<file path="src/hw/rtl/b64_pkg.sv">
// ----------------------------------------------------------------------------
// b64_pkg
// Shared types, constants and alphabet functions for the Base64 codec.
// ----------------------------------------------------------------------------
package b64_pkg;

    localparam int QUEUE_DEPTH_DEF = 2;

    localparam logic [7:0] PAD_CHAR   = 8'h3D;  // '='
    localparam logic [6:0] SEXTET_BAD = 7'h40;  // flag bit: not in the alphabet

    localparam logic [1:0] ENC_LAST  = 2'd3;    // four characters per group
    localparam logic [1:0] DEC_LAST  = 2'd2;    // three bytes per group

    // one request from the front to the back: a group to be written out
    typedef struct packed {
        logic [23:0] bits;       // left aligned group
        logic        dec;        // 1: bytes out, 0: characters out
        logic [1:0]  data_last;  // index of last character/byte taken from bits
        logic [1:0]  last;       // index of last result, pads included
        logic        eom;        // request closes a message
    } job_t;

    function automatic logic [7:0] b64_char(input logic [5:0] s);
        logic [7:0] r;
        if (s < 6'd26)
            r = 8'h41 + {2'b00, s};
        else if (s < 6'd52)
            r = 8'h61 + {2'b00, s} - 8'd26;
        else if (s < 6'd62)
            r = 8'h30 + {2'b00, s} - 8'd52;
        else if (s == 6'd62)
            r = 8'h2B;
        else
            r = 8'h2F;
        return r;
    endfunction

    function automatic logic [6:0] b64_sextet(input logic [7:0] c);
        logic [6:0] r;
        if (c >= 8'h41 && c <= 8'h5A)
            r = {1'b0, 6'(c - 8'h41)};
        else if (c >= 8'h61 && c <= 8'h7A)
            r = {1'b0, 6'(c - 8'h61 + 8'd26)};
        else if (c >= 8'h30 && c <= 8'h39)
            r = {1'b0, 6'(c - 8'h30 + 8'd52)};
        else if (c == 8'h2B)
            r = 7'd62;
        else if (c == 8'h2F)
            r = 7'd63;
        else
            r = SEXTET_BAD;
        return r;
    endfunction

endpackage

</file>
<file path="src/hw/rtl/b64_front.sv">
// ----------------------------------------------------------------------------
// b64_front
// Accepts input items, gathers groups and issues one output request per item
// that causes results.
// ----------------------------------------------------------------------------
module b64_front (
    input  logic          clk,
    input  logic          rst_n,
    input  logic          cfg_write,
    input  logic          cfg_data,
    input  logic          in_valid,
    output logic          in_ready,
    input  logic [7:0]    data_byte,
    input  logic          byte_present,
    input  logic          end_of_message,
    input  logic          q_full,
    output logic          push,
    output b64_pkg::job_t job
);
    import b64_pkg::*;

    logic        mode_reg;
    logic [23:0] bits_reg,   bits_next;
    logic [1:0]  cnt_reg,    cnt_next;
    logic        halted_reg, halted_next;
    logic        accept;
    logic [1:0]  cnt_inc;
    logic [6:0]  sx;

    assign in_ready = !q_full;
    assign accept   = in_valid && in_ready;
    assign cnt_inc  = cnt_reg + 2'd1;
    assign sx       = b64_sextet(data_byte);

    always_comb
    begin
        bits_next   = bits_reg;
        cnt_next    = cnt_reg;
        halted_next = halted_reg;
        push        = 1'b0;
        job.bits      = bits_reg;
        job.dec       = mode_reg;
        job.data_last = ENC_LAST;
        job.last      = ENC_LAST;
        job.eom       = end_of_message;

        if (!mode_reg)
        begin
            if (byte_present)
            begin
                case (cnt_reg)
                    2'd0:    bits_next[23:16] = data_byte;
                    2'd1:    bits_next[15:8]  = data_byte;
                    default: bits_next[7:0]   = data_byte;
                endcase
                cnt_next = cnt_inc;
            end
            job.bits = bits_next;
            if (cnt_next == 2'd3)
            begin
                push     = 1'b1;
                cnt_next = 2'd0;
            end
            else if (end_of_message && cnt_next != 2'd0)
            begin
                // partial group: count+1 characters, then pads up to four
                push          = 1'b1;
                job.data_last = cnt_next;
            end
        end
        else
        begin
            if (byte_present && !halted_reg)
            begin
                if (sx[6])
                    halted_next = 1'b1;
                else
                begin
                    case (cnt_reg)
                        2'd0:    bits_next[23:18] = sx[5:0];
                        2'd1:    bits_next[17:12] = sx[5:0];
                        2'd2:    bits_next[11:6]  = sx[5:0];
                        default: bits_next[5:0]   = sx[5:0];
                    endcase
                    cnt_next = cnt_inc;
                end
            end
            job.bits = bits_next;
            if (byte_present && !halted_reg && !sx[6] && cnt_reg == 2'd3)
            begin
                push          = 1'b1;
                job.data_last = DEC_LAST;
                job.last      = DEC_LAST;
            end
            else if (end_of_message && cnt_next[1])
            begin
                // n pending characters give n-1 bytes
                push          = 1'b1;
                job.data_last = cnt_next - 2'd2;
                job.last      = cnt_next - 2'd2;
            end
        end

        if (push || end_of_message)
        begin
            bits_next = '0;
            cnt_next  = 2'd0;
        end
        if (end_of_message)
            halted_next = 1'b0;
        if (!accept)
            push = 1'b0;
    end

    always_ff @(posedge clk or negedge rst_n)
    begin
        if (!rst_n)
        begin
            mode_reg   <= 1'b0;
            bits_reg   <= '0;
            cnt_reg    <= 2'd0;
            halted_reg <= 1'b0;
        end
        else if (cfg_write)
        begin
            mode_reg   <= cfg_data;
            bits_reg   <= '0;
            cnt_reg    <= 2'd0;
            halted_reg <= 1'b0;
        end
        else if (accept)
        begin
            bits_reg   <= bits_next;
            cnt_reg    <= cnt_next;
            halted_reg <= halted_next;
        end
    end

endmodule

</file>
<file path="src/hw/rtl/b64_queue.sv">
// ----------------------------------------------------------------------------
// b64_queue
// Short request queue between front and back.
// ----------------------------------------------------------------------------
module b64_queue #(
    parameter int DEPTH = b64_pkg::QUEUE_DEPTH_DEF
) (
    input  logic          clk,
    input  logic          rst_n,
    input  logic          push,
    input  b64_pkg::job_t wr_job,
    output logic          full,
    input  logic          pop,
    output logic          rd_valid,
    output b64_pkg::job_t rd_job
);
    import b64_pkg::*;

    localparam int PTR_W = (DEPTH > 1) ? $clog2(DEPTH) : 1;
    localparam int CNT_W = $clog2(DEPTH + 1);

    job_t             entry_reg [DEPTH];
    logic [PTR_W-1:0] wr_ptr_reg, wr_ptr_next;
    logic [PTR_W-1:0] rd_ptr_reg, rd_ptr_next;
    logic [CNT_W-1:0] cnt_reg,    cnt_next;
    logic             do_push, do_pop;

    assign full     = (cnt_reg == CNT_W'(DEPTH));
    assign rd_valid = (cnt_reg != '0);
    assign rd_job   = entry_reg[rd_ptr_reg];
    assign do_push  = push && !full;
    assign do_pop   = pop && rd_valid;

    always_comb
    begin
        wr_ptr_next = wr_ptr_reg;
        rd_ptr_next = rd_ptr_reg;
        cnt_next    = cnt_reg;
        if (do_push)
            wr_ptr_next = (wr_ptr_reg == PTR_W'(DEPTH - 1)) ? '0 : wr_ptr_reg + 1'b1;
        if (do_pop)
            rd_ptr_next = (rd_ptr_reg == PTR_W'(DEPTH - 1)) ? '0 : rd_ptr_reg + 1'b1;
        if (do_push && !do_pop)
            cnt_next = cnt_reg + 1'b1;
        else if (do_pop && !do_push)
            cnt_next = cnt_reg - 1'b1;
    end

    always_ff @(posedge clk or negedge rst_n)
    begin
        if (!rst_n)
        begin
            wr_ptr_reg <= '0;
            rd_ptr_reg <= '0;
            cnt_reg    <= '0;
        end
        else
        begin
            wr_ptr_reg <= wr_ptr_next;
            rd_ptr_reg <= rd_ptr_next;
            cnt_reg    <= cnt_next;
        end
    end

    always_ff @(posedge clk)
    begin
        if (do_push)
            entry_reg[wr_ptr_reg] <= wr_job;
    end

endmodule

</file>
<file path="src/hw/rtl/b64_back.sv">
// ----------------------------------------------------------------------------
// b64_back
// Walks one request at a time and emits its results through an output
// register, one per cycle while out_ready is high.
// ----------------------------------------------------------------------------
module b64_back (
    input  logic          clk,
    input  logic          rst_n,
    input  logic          job_valid,
    input  b64_pkg::job_t job,
    output logic          pop,
    output logic          out_valid,
    input  logic          out_ready,
    output logic [7:0]    out_byte,
    output logic          run_last,
    output logic          message_end
);
    import b64_pkg::*;

    logic [1:0] idx_reg, idx_next;
    logic       valid_reg, valid_next;
    logic [7:0] byte_reg, byte_next;
    logic       last_reg, end_reg;
    logic       load, is_last;
    logic [5:0] sext;

    assign load    = job_valid && (!valid_reg || out_ready);
    assign is_last = (idx_reg == job.last);
    assign pop     = load && is_last;

    always_comb
    begin
        case (idx_reg)
            2'd0:    sext = job.bits[23:18];
            2'd1:    sext = job.bits[17:12];
            2'd2:    sext = job.bits[11:6];
            default: sext = job.bits[5:0];
        endcase
        if (job.dec)
        begin
            case (idx_reg)
                2'd0:    byte_next = job.bits[23:16];
                2'd1:    byte_next = job.bits[15:8];
                default: byte_next = job.bits[7:0];
            endcase
        end
        else if (idx_reg > job.data_last)
            byte_next = PAD_CHAR;
        else
            byte_next = b64_char(sext);

        if (!load)
            idx_next = idx_reg;
        else if (is_last)
            idx_next = 2'd0;
        else
            idx_next = idx_reg + 2'd1;

        if (load)
            valid_next = 1'b1;
        else if (out_ready)
            valid_next = 1'b0;
        else
            valid_next = valid_reg;
    end

    always_ff @(posedge clk or negedge rst_n)
    begin
        if (!rst_n)
        begin
            idx_reg   <= 2'd0;
            valid_reg <= 1'b0;
        end
        else
        begin
            idx_reg   <= idx_next;
            valid_reg <= valid_next;
        end
    end

    always_ff @(posedge clk)
    begin
        if (load)
        begin
            byte_reg <= byte_next;
            last_reg <= is_last;
            end_reg  <= is_last && job.eom;
        end
    end

    assign out_valid   = valid_reg;
    assign out_byte    = byte_reg;
    assign run_last    = last_reg;
    assign message_end = end_reg;

endmodule

</file>
<file path="src/hw/rtl/base64_codec.sv">
// ----------------------------------------------------------------------------
// base64_codec
// Streaming Base64 encoder/decoder, standard alphabet, one byte per item.
// ----------------------------------------------------------------------------
// An input item is accepted whenever the request queue (QUEUE_DEPTH entries)
// has room; the output port moves one result per cycle from a registered
// stage while out_ready is high. In encode the output side sets the sustained
// rate, as each full group of three input bytes gives four characters. In
// decode the input side sets it: one character per cycle while the queue has
// room, as four input characters give the three bytes of a group. cfg_data
// selects decode (1) or encode (0); a write also clears any pending group and
// is to be issued only while idle.
module base64_codec #(
    parameter int QUEUE_DEPTH = b64_pkg::QUEUE_DEPTH_DEF
) (
    input  logic       clk,
    input  logic       rst_n,
    input  logic       cfg_valid,
    output logic       cfg_ready,
    input  logic       cfg_data,
    input  logic       in_valid,
    output logic       in_ready,
    input  logic [7:0] data_byte,
    input  logic       byte_present,
    input  logic       end_of_message,
    output logic       out_valid,
    input  logic       out_ready,
    output logic [7:0] out_byte,
    output logic       run_last,
    output logic       message_end
);
    import b64_pkg::*;

    job_t wr_job, rd_job;
    logic push, pop, q_full, q_valid;

    assign cfg_ready = 1'b1;

    b64_front u_front (
        .clk            (clk),
        .rst_n          (rst_n),
        .cfg_write      (cfg_valid),
        .cfg_data       (cfg_data),
        .in_valid       (in_valid),
        .in_ready       (in_ready),
        .data_byte      (data_byte),
        .byte_present   (byte_present),
        .end_of_message (end_of_message),
        .q_full         (q_full),
        .push           (push),
        .job            (wr_job)
    );

    b64_queue #(
        .DEPTH (QUEUE_DEPTH)
    ) u_queue (
        .clk      (clk),
        .rst_n    (rst_n),
        .push     (push),
        .wr_job   (wr_job),
        .full     (q_full),
        .pop      (pop),
        .rd_valid (q_valid),
        .rd_job   (rd_job)
    );

    b64_back u_back (
        .clk         (clk),
        .rst_n       (rst_n),
        .job_valid   (q_valid),
        .job         (rd_job),
        .pop         (pop),
        .out_valid   (out_valid),
        .out_ready   (out_ready),
        .out_byte    (out_byte),
        .run_last    (run_last),
        .message_end (message_end)
    );

endmodule

</file>
<file path="config.mk">
export PLATFORM = sky130hd
export DESIGN_NAME = base64_codec
export DESIGN_NICKNAME = d
export VERILOG_FILES = /design/src/hw/rtl/b64_pkg.sv /design/src/hw/rtl/b64_front.sv /design/src/hw/rtl/b64_queue.sv /design/src/hw/rtl/b64_back.sv /design/src/hw/rtl/base64_codec.sv
export SDC_FILE = /design/constraint.sdc
export NUM_CORES = 1
export LEC_CHECK = 0
export ABC_CLOCK_PERIOD_IN_PS = 4200
export BUFFER_PORTS_ARGS = -buffer_cell sky130_fd_sc_hd__buf_2
export CAP_MARGIN = 20
export CORE_ASPECT_RATIO = 0.5
export CORE_MARGIN = 4
export CORE_UTILIZATION = 55
export DETAILED_ROUTE_END_ITERATION = 12
export PLACE_DENSITY = 0.72
export SYNTH_ARGS = -nofsm -noshare
export SYNTH_HDL_FRONTEND = slang
export SYNTH_SLANG_ARGS = --single-unit
</file>
<file path="constraint.sdc">
create_clock -name clk -period 4.2 [get_ports clk]
set_input_delay 0.84 -clock clk [delete_from_list [all_inputs] [get_ports clk]]
set_output_delay 0.84 -clock clk [all_outputs]
set_load 0.01 [all_outputs]
</file>
* Yosys cells after proc, flatten, opt, wreduce, memory -nomap -nowiden
Memories as Yosys holds them, arrays and structs flattened.
Index checks and enable logic that the tools add are counted.
** Storage, ports and cells
- Output and inout port bits :: 13
- Input port bits :: 16
- Memories kept :: 1
- Word-level logic and storage cells :: 152
- RAM bits :: 60
- Bits in registers :: 45
** Cells by class
- Add/sub/neg operators :: 17
- Order comparisons :: 10
- Reduce and logical (&&, ||, !) cells :: 37
- Muxes and demuxes :: 64
- Eq/ne operators :: 11
** Memory list
- u_queue.entry_reg :: words 2, width 30, read ports 1, clocked after memory_dff 0, write ports 1, RTL line b64_queue.sv:22 : job_t entry_reg [DEPTH];
** Operators with widths (count)
- 24-bit 2-to-1 mux :: 7
- 8-bit 2-to-1 mux :: 8
- 7-bit 2-to-1 mux :: 5
- 2-bit 2-to-1 mux :: 17
- 6-bit 2-to-1 mux :: 4
- 1-bit 2-to-1 mux :: 18
- 6-bit case mux with 3 select lines :: 1
- 7-bit by 6-bit adder with 8-bit output (first input constant) :: 2
- 8-bit by 6-bit == test with 1-bit output (second input constant) :: 2
- 8-bit by 7-bit >= comparator with 1-bit output (second input constant) :: 2
- 8-bit by 7-bit less-or-equal comparator with 1-bit output (second input constant) :: 2
- 1-bit logical AND :: 16
- 8-bit case mux with 2 select lines :: 1
- 6-bit less-than comparator (second input constant) :: 2
- 6-bit subtractor (second input constant) :: 2
- 2-bit == test (second input constant) :: 5
- 2-bit nonzero test :: 5
- 3-bit nonzero test :: 3
- 8-bit by 6-bit >= comparator with 1-bit output (second input constant) :: 1
- 8-bit by 6-bit less-or-equal comparator with 1-bit output (second input constant) :: 1
- 4-bit 2-to-1 mux :: 2
- 8-bit by 5-bit subtractor with 8-bit output (second input constant) :: 1
- 8-bit by 6-bit subtractor with 8-bit output (second input constant) :: 1
- 6-bit by 6-bit adder with 7-bit output (first input constant) :: 1
- 19 further kinds :: 30

* Logic depth before layout (Yosys ltp)
- Depth in word-level cells :: 19
- Gate-level depth with buffers :: 15
- Mapped depth without buffers :: 13

* Cells and area by module
From an unflattened synthesis, not the netlist that was laid out.
** Unflattened totals
- Cell total of the unflattened synthesis :: 672
- Area, all modules :: 6894.1 um^2
** Modules (own cells, without submodules)
- b64_front :: cells an instance 408, seq. area each 700.7 um^2, times used 1, area each 3159.3 um^2
- b64_queue :: cells an instance 112, seq. area each 1901.8 um^2, times used 1, area each 2376.0 um^2
- b64_back :: cells an instance 150, seq. area each 375.4 um^2, times used 1, area each 1347.5 um^2
- base64_codec :: cells an instance 2, seq. area each 0.0 um^2, times used 1, area each 11.3 um^2

* Least setup slack after synthesis
OpenSTA, ideal clock, no wires.
- Kind :: input -> register
- Start point :: input data_byte[2]
- End point :: memory u_queue.entry_reg[1][0] in the netlist's numbering (enable)
- Setup time :: 0.461 ns
- Path buffers :: 1
- Setup slack :: -1.405 ns
- Data required time :: 3.739 ns
- Cell stages on the path :: 10
- Arrival :: 5.144 ns
- Cell sequence :: clkbuf_1 inv_2 ha_1 nor2b_1 o21ai_0 a21oi_1 a21boi_1 mux2i_1 a21oi_1 nor3b_1
** On the way
- Word-level cells in the longest chain between the ends :: 17
- Elaborated cells on any way between the ends :: 30
- Classes of those cells :: order compare: 6; eq/ne: 2; mux: 14; reduce/logical: 8
** Ends and longest elaborated chain
- start, declared :: RTL line base64_codec.sv:23 : input logic [7:0] data_byte,
- branches (longest 5 deep; another with 8-bit by 6-bit >= comparator with 1-bit output)
- 7-bit 2-to-1 mux (*) :: RTL line b64_pkg.sv:41 : if (c >= 8'h41 && c <= 8'h5A)
- 2-bit 2-to-1 mux :: RTL line b64_front.sv:75 : if (sx[6])
- 2-bit 2-to-1 mux :: RTL line b64_front.sv:73 : if (byte_present && !halted_reg)
- 2-bit 2-to-1 mux :: RTL line b64_front.sv:47 : if (!mode_reg)
- 1-bit logical AND :: RTL line b64_front.sv:95 : else if (end_of_message && cnt_next[1])
- 1-bit 2-to-1 mux :: RTL line b64_front.sv:95
- 1-bit 2-to-1 mux (*) :: RTL line b64_front.sv:89 : if (byte_present && !halted_reg && !sx[6] && cnt_reg == 2'd3)
- 1-bit 2-to-1 mux (*) :: RTL line b64_front.sv:47
- 1-bit 2-to-1 mux (*) :: RTL line b64_front.sv:111 : if (!accept)
- 1-bit logical AND (*) :: RTL line b64_queue.sv:31 : assign do_push = push && !full;
- 1-bit 2-to-1 mux (*) :: RTL line b64_queue.sv:67 : if (do_push)
- 1-bit 2-to-1 mux (not written as such) (*) :: RTL line b64_queue.sv:68 : entry_reg[wr_ptr_reg] <= wr_job;
- end, declared :: RTL line b64_queue.sv:22
Mark *: on every way between the ends. The select of a mux whose other input is x is not followed.

* Final worst setup path
- Start point :: register u_back.idx_reg[1]
- End point :: register u_back.byte_reg[4] (netlist: u_back.out_byte[4]), data pin
** On the way
- Word-level cells in the longest chain between the ends :: 9
- Elaborated cells on any way between the ends :: 19
- Classes of those cells :: add/sub: 5; order compare: 4; eq/ne: 2; mux: 7; reduce/logical: 1
** Ends and longest elaborated chain
- start, declared :: RTL line b64_back.sv:20 : logic [1:0] idx_reg, idx_next;
- start signal, assigned :: RTL line b64_back.sv:76 : idx_reg <= idx_next;
- 2-bit == test (tied with other cells) :: RTL line b64_back.sv:33 : case (idx_reg)
- 6-bit case mux with 3 select lines :: RTL line b64_back.sv:33
- 6-bit by 6-bit adder with 7-bit output :: RTL line b64_pkg.sv:31 : r = 8'h30 + {2'b00, s} - 8'd52;
- 8-bit by 6-bit subtractor with 8-bit output :: RTL line b64_pkg.sv:31
- 8-bit 2-to-1 mux :: RTL line b64_pkg.sv:30 : else if (s < 6'd62)
- 8-bit 2-to-1 mux :: RTL line b64_pkg.sv:28 : else if (s < 6'd52)
- 8-bit 2-to-1 mux :: RTL line b64_pkg.sv:26 : if (s < 6'd26)
- 8-bit 2-to-1 mux :: RTL line b64_back.sv:47 : else if (idx_reg > job.data_last)
- 8-bit 2-to-1 mux (*) :: RTL line b64_back.sv:39 : if (job.dec)
- via u_back.byte_next[4] :: RTL line b64_back.sv:22 : logic [7:0] byte_reg, byte_next;
- end signal, assigned :: RTL line b64_back.sv:85 : byte_reg <= byte_next;
- end, declared :: RTL line b64_back.sv:22
The timed path passes the listed nets; every way through them passes the cells marked *.
A chain may end at the register's enable or synchronous reset.

==> impl_metrics.ini <==
[route]
detail_route.first_pass.iterations = 6
route.detailed.vias_per_inst = 6.557
detailedRoute.firstIterationViolations = 543
drc_viols = 0
routed_wire_length_per_instance_um = 20.54
wirelength_um = 15790
routed_vias = 5042
antenna_violating_nets_post_route = 0

[pwr]
cellLeakagePower_nw = 2.723
ir_drop_mv = 0.3523
cellPowerDensity_nw_per_um2 = 608.2

[logic_synthesis]
synth_fp_nets = 640
synthArstFlopShare_pct = 33.33
synthesis.yosys.warnings = 0
ys.flop_type = edfxtp_1
synth_top_cell_area_share_pct = 33.19
synth_area_um2 = 6334
synth_top_cells_by_area = edfxtp_1 (33%), dfrtp_1 (14%), ha_1 (5.9%), mux2i_1 (4.9%), nand2_1 (2.9%)
syn_avg_cell_area_um2 = 10.66
synth_cells = 594
synth_top_cell_by_area = edfxtp_1
synth.yosys.seq_area_share_pct = 47.02
ys_seq_elements = 105
synthDistinctLibCells = 70
synth_enable_flop_cells = 70

[placement]
placedCellCount = 752
place.gp.congestion = 0.9404
placement.io_buffers = 27
place.detailed.hpwl_um = 11350
pre_cts_ws_ns = 0.4570

[critical_path]
timing.critical_path.required_ns = 4.40
start_kind = register
worst-setup-path-type = register to register
crit_fanout = 15
cp_capture_type = register
worst_ep_arrival_time_ns = 3.85

[global_routing]
grt.busiest_layer = met1
grt_overflow_total = 0
maximum_number_of_pins_on_one_net_before_global_route_repair = 45
groute.layer.met2.usage_pct = 33.62
grt.met3_usage_pct = 6.068
global_route.usage.met1_pct = 34.61
antenna_violations_before_repair = 0
grt_pass1_wl_um = 24740
grt_use_total_pct = 23.31
first_global_vias = 4608

[layout]
mostFrequentLayoutCells = edfxtp_1 (70), nand2_1 (49), dfrtp_1 (35)
number_of_flip_flops_under_the_largest_register_name = 60
final_net_count = 665
post_route_cells_drive_above_1_share_pct = 14.10
area_growth_synth_to_finish_pct = 9.996
area_of_the_multi_input_gates_um2 = 3132
most_common_cell_after_layout_fill_and_taps_aside = edfxtp_1
final_util_pct = 62.68
area.sequential_um2 = 2978
stdcell_count = 769
diodes = 0
filler_cell_count = 882

[clocking]
max-clock-path-buffers = 2
ctsHoldBuffers = 0
tritoncts_clock_tree = built
cts_root_buf = clkbuf_16
cts_buffers = 9
clk-insertion-delay-late_ns = 0.35
clock-sinks = 105
ctsHtreeMaxLevel = 3
post_cts.repair.setup_buffers = 0
clk_transition_reported_paths_ns = 0.08
cts-resized-gates = 0

[timing]
layout_worst_path_cycle_share_pct = 86.82
fin_ws_ns = 0.5535
timing.hold.ws_ns = 0.5122
timing_worst_slew_pin_value_ns = 0.8770
fin_worst_skew_ns = 0.007097
slew_headroom_pct = 41.53
final_hold_viol_count = 0
rsz_0062_raised_after_global_routing = no
final-max-slew-violation-count = 0
finalWorstPathRequiredPeriod_ns = 3.647
setup-tns-final_ns = 0
final_setup_viols = 0
fmaxAchievable_ghz = 0.2742

[floorplan]
fp.coreArea_um2 = 11110
die_height_um = 83.88
boundaryPins = 29
core.rowCount = 27
dieArea_um2 = 13400
start_util_pct = 56.99
die_width_um = 159.8

[hold_path]
hp-class = register to register

[run]
max-cap-violations = 0

[status]
status = finished clean
## critical path: stages, from the launching register on
cell       delay (ns)
dfrtp_1          0.46
inv_1            0.13
ha_1             0.46
a222oi_1         0.16
mux2i_2          0.42
inv_1            0.18
ha_1             0.25
and2_1           0.14
a221o_1          0.52
a32oi_1          0.28
mux2i_1          0.32
a2bb2oi_1        0.18
## kinds of logic (layout without fill, tap and decap cells)
logic type | count (synthesis) | after routing | share of synthesized area [%]
AOI/OAI and AO/OA | 185 | 185 | 21.32
buffers and inverters | 56 | 86 | 3.753
muxes | 52 | 52 | 8.890
adders and majority gates | 30 | 30 | 5.927
and+or+nand+nor | 154 | 154 | 11.52
DFF | 105 | 105 | 47.02
xor gates and xnor gates | 11 | 11 | 1.521
other | 1 | 1 | 0.05921
## synthesized netlist by cell type (all sizes together) (3+ instances only)
cell     instances
a21boi           6
o211ai           6
and2             7
edfxtp          70
nor3            15
nor2b            7
o31ai            9
o21ai           25
nor2            34
clkbuf          21
mux2            19
a21oi           23
nor4             4
a211oi          16
o2bb2ai          4
dfrtp           35
nand2           49
a22o            18
a221oi           9
o22ai           16
o21a             5
a31oi            7
o22a             4
mux2i           33
a31o             5
ha              30
nand2b          10
nand3           16
inv             27
and3             5
buf              8
a32oi            5
nor3b            3
a21o             4
xnor2            9
a222oi           4
## per-stage QoR
stage               total power [mW]  instance area [um^2]
floorplan                      2.904                  6347
global placement               3.354                  6665
detailed placement             3.395                  6665
CTS                            4.215                  6959
global route                   4.495                  6967
finish                         4.237                  6967
## cell type report
type	instances	share of cell area, %
multi-input combinational	433	44.95
clock buffer	9	3.233
tap	145	2.604
clock inverter	7	0.9878
inverter	27	1.455
sequential	105	42.74
timing repair buffer	43	4.023
## worst paths after layout
path	startpoint	endpoint	slack [ns]	cells past startpoint
worst max-delay path	u_back.idx_reg[1]$_DFFE_PN0P_	u_back.out_byte[4]$_DFFE_PP_	0.55	11
worst min register to register	u_front.bits_reg[6]$_DFFE_PN0P_	u_front.bits_reg[6]$_DFFE_PN0P_	0.51	2
worst min-delay path	u_front.bits_reg[6]$_DFFE_PN0P_	u_front.bits_reg[6]$_DFFE_PN0P_	0.51	2
max in group asynchronous	rst_n	u_front.bits_reg[4]$_DFFE_PN0P_	3.04	1
worst max register to register	u_back.idx_reg[1]$_DFFE_PN0P_	u_back.out_byte[4]$_DFFE_PP_	0.55	11
min in group asynchronous	rst_n	u_front.bits_reg[6]$_DFFE_PN0P_	0.60	1
## routing by layer
metal / vias up / part of all wire [%] / wire [um]
met5: - / 0 / 0
met4: 0 / 1.9 / 301
met3: 30 / 8.2 / 1293
met2: 252 / 42 / 6643
met1: 2427 / 48 / 7554
li1: 2333 / - / -
## power by group
part	internal, mW	switching [mW]	total (mW)	leakage, nW
combinational	0.800	1.22	2.02	1.48
clock	0.418	0.404	0.822	0.138
sequential	1.31	0.0840	1.40	1.11
total	2.53	1.71	4.24	2.72
Note: power is estimated with default switching activity, not from simulation.
